`src/sv/slt_ram.sv`:
```
`timescale 1ns / 1ps
`default_nettype none
// ----------------------------------------------------------------------------
// slt_ram
// simple dual-port ram, one write and one registered read port
// ----------------------------------------------------------------------------
module slt_ram #(
    parameter int WIDTH = 8,
    parameter int DEPTH = 16,
    localparam int AW = (DEPTH > 1) ? $clog2(DEPTH) : 1
) (
    input  wire logic             aclk,
    input  wire logic             wr_en,
    input  wire logic [AW-1:0]    wr_addr,
    input  wire logic [WIDTH-1:0] wr_data,
    input  wire logic             rd_en,
    input  wire logic [AW-1:0]    rd_addr,
    output logic      [WIDTH-1:0] rd_data
);

    logic [WIDTH-1:0] mem [DEPTH];

    always_ff @(posedge aclk) begin
        if (wr_en) begin
            mem[wr_addr] <= wr_data;
        end
        if (rd_en) begin
            rd_data <= mem[rd_addr];
        end
    end

endmodule
`default_nettype wire

```
`config.mk`:
```
export PLATFORM = sky130hd
export DESIGN_NAME = slt_ram
export DESIGN_NICKNAME = d
export VERILOG_FILES = /design/src/sv/slt_ram.sv
export SDC_FILE = /design/constraint.sdc
export NUM_CORES = 1
export LEC_CHECK = 0
export BUFFER_PORTS_ARGS = -buffer_cell sky130_fd_sc_hd__buf_2
export CAP_MARGIN = 15
export CELL_PAD_IN_SITES_DETAIL_PLACEMENT = 1
export CELL_PAD_IN_SITES_GLOBAL_PLACEMENT = 1
export CORE_MARGIN = 2
export CORE_UTILIZATION = 50
export DETAILED_ROUTE_END_ITERATION = 12
export PLACE_DENSITY = 0.74
export SYNTH_ARGS = -nofsm -noshare
export SYNTH_HDL_FRONTEND = slang
export SYNTH_SLANG_ARGS = --single-unit
```
`constraint.sdc`:
```
create_clock -name aclk -period 2.8 [get_ports aclk]
set_input_delay 0.14 -clock aclk [delete_from_list [all_inputs] [get_ports aclk]]
set_output_delay 0.14 -clock aclk [all_outputs]
set_load 0.01 [all_outputs]
```
==> impl_metrics.json, run 1 <==
{
  "outcome": "complete, no violations",
  "first_global_vias": 2700,
  "synth_seq_cells": 136,
  "core-area_mm2": 0.0102,
  "final-setup-viol-count": 0,
  "clock_tree.buffer_depth": 2,
  "fmax_mhz": 663,
  "static-leakage-power_nw": 2.06,
  "final_cell_mix": "edfxtp_1 (136), buf_2 (26), mux4_2 (18)",
  "finalInstanceArea_mm2": 0.00613,
  "filler_cell_count": 878,
  "clock_sink_count": 136,
  "final_max_slew_viol_count": 0,
  "grt_use_total_pct": 22.3,
  "drt_pre_antenna_iters": 4,
  "setup.worst_path.end_class": "flip-flop",
  "post_drt_wl_per_cell_um": 26.2,
  "yosysWarningCount": 0,
  "slew_headroom_pct": 40.0,
  "synth-simple-area-share_pct": 3.14,
  "grt_start_max_net_pins": 33,
  "p_total_mw": 4.45,
  "floorplan.die.height_um": 106,
  "post_cts.repair.setup_buffers": 0,
  "synthArstFlopShare_pct": 0,
  "fp-row-count": 37,
  "syn-mean-instance-area_um2": 22.8,
  "fin_skew_ns": 0.00647,
  "vias_per_cell": 5.81,
  "syn_to_final_growth_pct": 17.4,
  "power.density_cell_area_mw_per_mm2": 726,
  "min_path_type": "input port to flip-flop",
  "worstMarginPinSlew_ns": 0.898,
  "max-cap-violations": 0,
  "period_minus_slack_ns": 1.51,
  "die_w_um": 106,
  "aggregate_global_routing_overflow": 0,
  "num_io_pins": 27,
  "floorplan.initialDensity_pct": 51.1,
  "post_cts.resized_instances": 0,
  "cp.arrival_ns": 1.78,
  "layout.cells.most_common": "edfxtp_1",
  "first_pass_grt_wire_length_um": 16800,
  "power.ir.vdd_worst_mv": 0.437,
  "clkTransAtPathRegs_ns": 0.06,
  "yosysSeqAreaShare_pct": 78.1,
  "hold_viol_final": 0,
  "drive_above_1_share_pct": 27.6,
  "ys_dominant_reg_cell": "edfxtp_1",
  "holdWs_ns": 0.0201,
  "yosys.area_share.adder_pct": 0,
  "synth_largest_area_cell": "edfxtp_1",
  "mappedNetlistNets": 248,
  "cts_inserted_buffers": 17,
  "setup.worst_path.start_class": "flip-flop",
  "xor_and_xnor_area_share_after_synthesis_pct": 0,
  "drt_drc_violations_left": 0,
  "critPathKind": "flip-flop to flip-flop",
  "clockRootBuffer": "clkbuf_8",
  "muxShareOfSynthArea_pct": 14.8,
  "synth_largest_type_area_fraction_pct": 78.1,
  "synth_area_leaders": "edfxtp_1 (78%), mux4_2 (7.8%), mux4_1 (7.0%)",
  "grt_antenna_before_repair": 0,
  "drt_first_iter_violations": 183,
  "drt-total-wl_um": 11300,
  "place.detailed.hpwl_um": 7070,
  "grt_setup_unrepaired": "false",
  "dieArea_mm2": 0.0113,
  "fin_nets": 303,
  "finalCritPeriodShare_pct": 53.9,
  "clock_latency_ns": 0.53,
  "library_cells_used_by_synthesis": 18,
  "netlist_area_mm2": 0.00523,
  "antenna_violating_nets_post_route": 0,
  "portBuffers": 26,
  "placement.cell_area_mm2": 0.00554,
  "cts_tree": "done",
  "synthesis.instances": 229,
  "worst-endpoint-required_ns": 3.07,
  "synth_enable_flop_cells": 136,
  "combinational_family_with_the_most_area_after_synthesis": "multiplexers",
  "insertedDiodeCount": 0,
  "sum_of_negative_setup_slack_ns": 0,
  "synth-compound-area-share_pct": 2.30,
  "vias": 2514,
  "path_max_fanout": 1,
  "cts-htree-levels": 4,
  "routabilityCongestion": 0.765
}
[routing by layer]
layer	vias to the layer above	global-route usage, %	share of wire [%]	wire [µm]
li1	1092	-	-	-
met1	1306	29.8	43	4900
met2	95	34.2	49	5570
met3	21	6.01	5.2	584
met4	0	10.9	2.4	267
met5	-	0	0	0
[synth_stat cells (2+ instances only)]
cell type,number
nor3_1,4
mux4_1,14
edfxtp_1,136
mux4_2,18
nand2b_1,2
clkdlybuf4s25_2,3
nand3b_1,2
a22oi_1,16
buf_2,3
nor2_1,13
nand2_1,9
buf_6,3
[through the flow]
| step | cells | setup slack [ns] | utilization (%) |
|---|---|---|---|
| 3_3_place_gp | 393 | 0.840 | 54.2 |
| 5_1_grt | 433 | 1.22 | 60.0 |
| 2_1_floorplan | 229 | 1.17 | - |
| 3_5_place_dp | 393 | 0.799 | 54.2 |
| 6_report | 433 | 1.29 | 60.0 |
| 4_1_cts | 433 | 1.28 | 60.0 |
[power breakdown]
part | internal (mW) | switching (mW)
logic | 0.0924 | 0.128
registers | 2.30 | 0.0135
clock network | 1.15 | 0.769
[path summary, 6_finish.rpt]
| kind | cells after the start | endpoint | startpoint | slack [ns] |
|---|---|---|---|---|
| worst min-delay path | 1 | mem[6][6] | wr_data[6] | 0.02 |
| worst max-delay path | 3 | rd_data[5] | mem[1][5] | 1.29 |
| worst min register to register | 3 | rd_data[2] | mem[11][2] | 0.76 |
| worst max register to register | 3 | rd_data[5] | mem[1][5] | 1.29 |
[state kept, by name, summed over array words and instances, names as in the netlist]
name     flops
mem        128
rd_data      8
[cell type report]
| type | instances | area (µm²) | area share, % |
|---|---|---|---|
| sequential | 136 | 4080 | 66.6 |
| clock buffer | 20 | 425 | 6.93 |
| tap | 136 | 170 | 2.77 |
| timing repair buffer | 46 | 313 | 5.10 |
| clock inverter | 12 | 85.1 | 1.39 |
| multi-input combinational | 83 | 1060 | 17.2 |
[critical path: stages (launching register included)]
cell	delay (ns)
edfxtp_1	0.40
mux4_1	0.54
a22oi_1	0.23
nand2_1	0.08
[logic make-up (layout without fill, tap and decap cells)]
| family | Yosys count | after routing |
|---|---|---|
| flip-flops | 136 | 136 |
| AO/OA/AOI/OAI | 16 | 16 |
| AND/OR/NAND/NOR | 35 | 35 |
| multiplexers | 32 | 32 |
| buffers and inverters | 10 | 78 |
[what timing repair did]
item	4_1_cts	5_1_grt
setup endpoints to repair	0	0
endpoints found under the hold margin	118	0
hold buffers	8	0
Note: power is estimated with default switching activity, not from simulation.
==> run 2: changes to the inputs <==
--- a/config.mk
+++ b/config.mk
@@ -5,14 +5,15 @@
 export SDC_FILE = /design/constraint.sdc
 export NUM_CORES = 1
 export LEC_CHECK = 0
+export ABC_AREA = 1
 export BUFFER_PORTS_ARGS = -buffer_cell sky130_fd_sc_hd__buf_2
 export CAP_MARGIN = 15
 export CELL_PAD_IN_SITES_DETAIL_PLACEMENT = 1
 export CELL_PAD_IN_SITES_GLOBAL_PLACEMENT = 1
 export CORE_MARGIN = 2
-export CORE_UTILIZATION = 50
+export CORE_UTILIZATION = 49
 export DETAILED_ROUTE_END_ITERATION = 12
-export PLACE_DENSITY = 0.74
+export PLACE_DENSITY = 0.79
 export SYNTH_ARGS = -nofsm -noshare
 export SYNTH_HDL_FRONTEND = slang
 export SYNTH_SLANG_ARGS = --single-unit
==> constraint.sdc (replaced) <==
create_clock -name aclk -period 1.45 [get_ports aclk]
set_input_delay 0.0725 -clock aclk [delete_from_list [all_inputs] [get_ports aclk]]
set_output_delay 0.0725 -clock aclk [all_outputs]
set_load 0.01 [all_outputs]
==> impl_metrics.json, run 2 <==
{
  "worstMarginPinSlew_ns": 0.674,
  "mappedNetlistNets": 570,
  "seq_area_mm2": 0.00408,
  "largest_registers_in_the_final_layout": "mem (128), rd_data (8)",
  "fmax_mhz": 791,
  "grt_setup_unrepaired": "false",
  "cts-htree-levels": 4,
  "sum_of_negative_setup_slack_ns": 0,
  "violated_checks": "design-rule violations",
  "p_total_mw": 9.14,
  "drt-total-wl_um": 15700,
  "synth_seq_cells": 136,
  "antenna_violating_nets_post_route": 0,
  "cp.arrival_ns": 1.42,
  "static-leakage-power_nw": 2.94,
  "placement.setup.worst_slack_ns": 0.0531,
  "min_path_type": "input port to flip-flop",
  "clock_latency_ns": 0.41,
  "fp-row-count": 39,
  "first_global_vias": 4477,
  "crit_buf_inv": 1,
  "ys_dominant_reg_cell": "edfxtp_1",
  "insertedDiodeCount": 0,
  "grt_start_max_net_pins": 65,
  "path_max_fanout": 1,
  "aggregate_global_routing_overflow": 0,
  "cts_hold_buffers": 0,
  "cts_inserted_buffers": 17,
  "power.ir.vdd_worst_mv": 1.08,
  "final_cell_mix": "nand2_1 (173), edfxtp_1 (136), inv_1 (100)",
  "post_cts.resized_instances": 0,
  "yosysWarningCount": 0,
  "finalCritPeriodShare_pct": 87.2,
  "synthArstFlopShare_pct": 0,
  "syn-mean-instance-area_um2": 10.6,
  "library_cells_used_by_synthesis": 11,
  "final_max_slew_viol_count": 0,
  "syn_to_final_growth_pct": 15.8,
  "floorplan.initialDensity_pct": 50.8,
  "portBuffers": 26,
  "netlist_area_mm2": 0.00585,
  "post_drt_wl_per_cell_um": 21.0,
  "synthesis.instances": 551,
  "synth_area_leaders": "edfxtp_1 (70%), nand2_1 (11%), nand3_1 (8.3%)",
  "layout.cells.most_common": "nand2_1",
  "worst-endpoint-required_ns": 1.61,
  "synth_enable_flop_cells": 136,
  "die_w_um": 113,
  "first_pass_grt_wire_length_um": 24800,
  "critical_path.cell_chain": "inv_1, nand2_1, nand3_1, nand3_1, nand3_1, nand2_1",
  "holdWs_ns": 0.0265,
  "power.density_cell_area_mw_per_mm2": 1350,
  "clkTransAtPathRegs_ns": 0.06,
  "filler_cell_count": 1231,
  "setup.worst_path.start_class": "flip-flop",
  "grt_use_total_pct": 26.6,
  "num_io_pins": 27,
  "multiInputGateArea_mm2": 0.00121,
  "largest_reg_flops": 128,
  "largest_delay_contributor_family_on_the_critical_path": "simple AND/OR/NAND/NOR gates",
  "cpMaxStageDelayCell": "edfxtp_1",
  "fin_skew_ns": 0.00577,
  "critical-path-top-cell-by-count": "nand3_1",
  "outcome": "complete, but fails checks",
  "vias": 4066,
  "dieArea_mm2": 0.0128,
  "drive_above_1_share_pct": 13.2,
  "max-cap-violations": 0,
  "post_cts.repair.setup_buffers": 0,
  "drt_drc_violations_left": 1,
  "place.detailed.hpwl_um": 9890,
  "clockRootBuffer": "clkbuf_16",
  "setup.worst_path.end_class": "flip-flop",
  "finalInstanceArea_mm2": 0.00677,
  "synth_largest_area_cell": "edfxtp_1",
  "routabilityCongestion": 0.884,
  "worst_slack_ns": 0.186,
  "hold_viol_final": 0,
  "core-area_mm2": 0.0115,
  "regMostFlops": "mem",
  "fin_nets": 613,
  "drt_pre_antenna_iters": 8,
  "period_minus_slack_ns": 1.26,
  "placement.cell_area_mm2": 0.00620,
  "slew_headroom_pct": 55.0,
  "synth_largest_type_area_fraction_pct": 69.8,
  "clock_sink_count": 136,
  "yosysSeqAreaShare_pct": 69.8,
  "drt_first_iter_violations": 316,
  "floorplan.die.height_um": 113,
  "netlist_top_cells_count": "nand2_1 (173), edfxtp_1 (136), inv_1 (100)",
  "cts_tree": "done",
  "critPathKind": "flip-flop to flip-flop",
  "timing.critical_path.slowest_cell_delay_ns": 0.37,
  "vias_per_cell": 5.42,
  "synth_most_common_cell": "nand2_1",
  "clock_tree.buffer_depth": 2,
  "final-setup-viol-count": 0,
  "grt_antenna_before_repair": 0
}
[run 2: cell types whose count changed after synthesis, moves of 10 or more]
cell     delta
a22oi_1    -16
buf_2      +10
inv_1     +100
mux4_1     -14
mux4_2     -18
nand2_1   +164
nand3_1    +96
[run 2: cell families after synthesis]
kind of cell           share of synthesized area, %
and+or+nand+nor                                20.8
DFF                                            69.8
buffers and inverters                          9.39
[run 2: per-layer routing]
metal / GRT usage [%] / up-vias / routed length, µm
met3: 5.95 / 33 / 860
li1: - / 1865 / -
met2: 43.3 / 144 / 7750
met4: 13.3 / 0 / 500
met1: 33.9 / 2024 / 6620
met5: 0 / - / 0
[run 2: final timing paths]
path | start | to | slack [ns] | cells after the start
setup / recovery | mem[9][4] | rd_data[4] | 0.19 | 6
hold reg to reg | mem[14][7] | rd_data[7] | 0.79 | 6
setup reg to reg | mem[9][4] | rd_data[4] | 0.19 | 6
hold / removal | rd_en | rd_data[0] | 0.03 | 1
[run 2: final cells by class]
cell class                      instances  share of cell area, %
Clock inverter                         14                   1.98
Sequential cell                       136                   60.3
Timing Repair Buffer                   48                   5.10
Tap cell                              143                   2.64
Clock buffer                           18                   6.34
Multi-Input combinational cell        289                   17.9
Inverter                              102                   5.66
[run 2: through the flow]
stage | utilization, % | cells
3_5_place_dp | 53.9 | 718
5_1_grt | 58.8 | 750
6_report | 58.8 | 750
3_3_place_gp | 53.9 | 718
4_1_cts | 58.8 | 750
2_1_floorplan | - | 551
[run 2: power breakdown]
group          total (mW)  internal (mW)  switching (mW)
logic               0.587          0.166           0.421
clock network        4.09           2.50            1.59
registers            4.46           4.43          0.0268
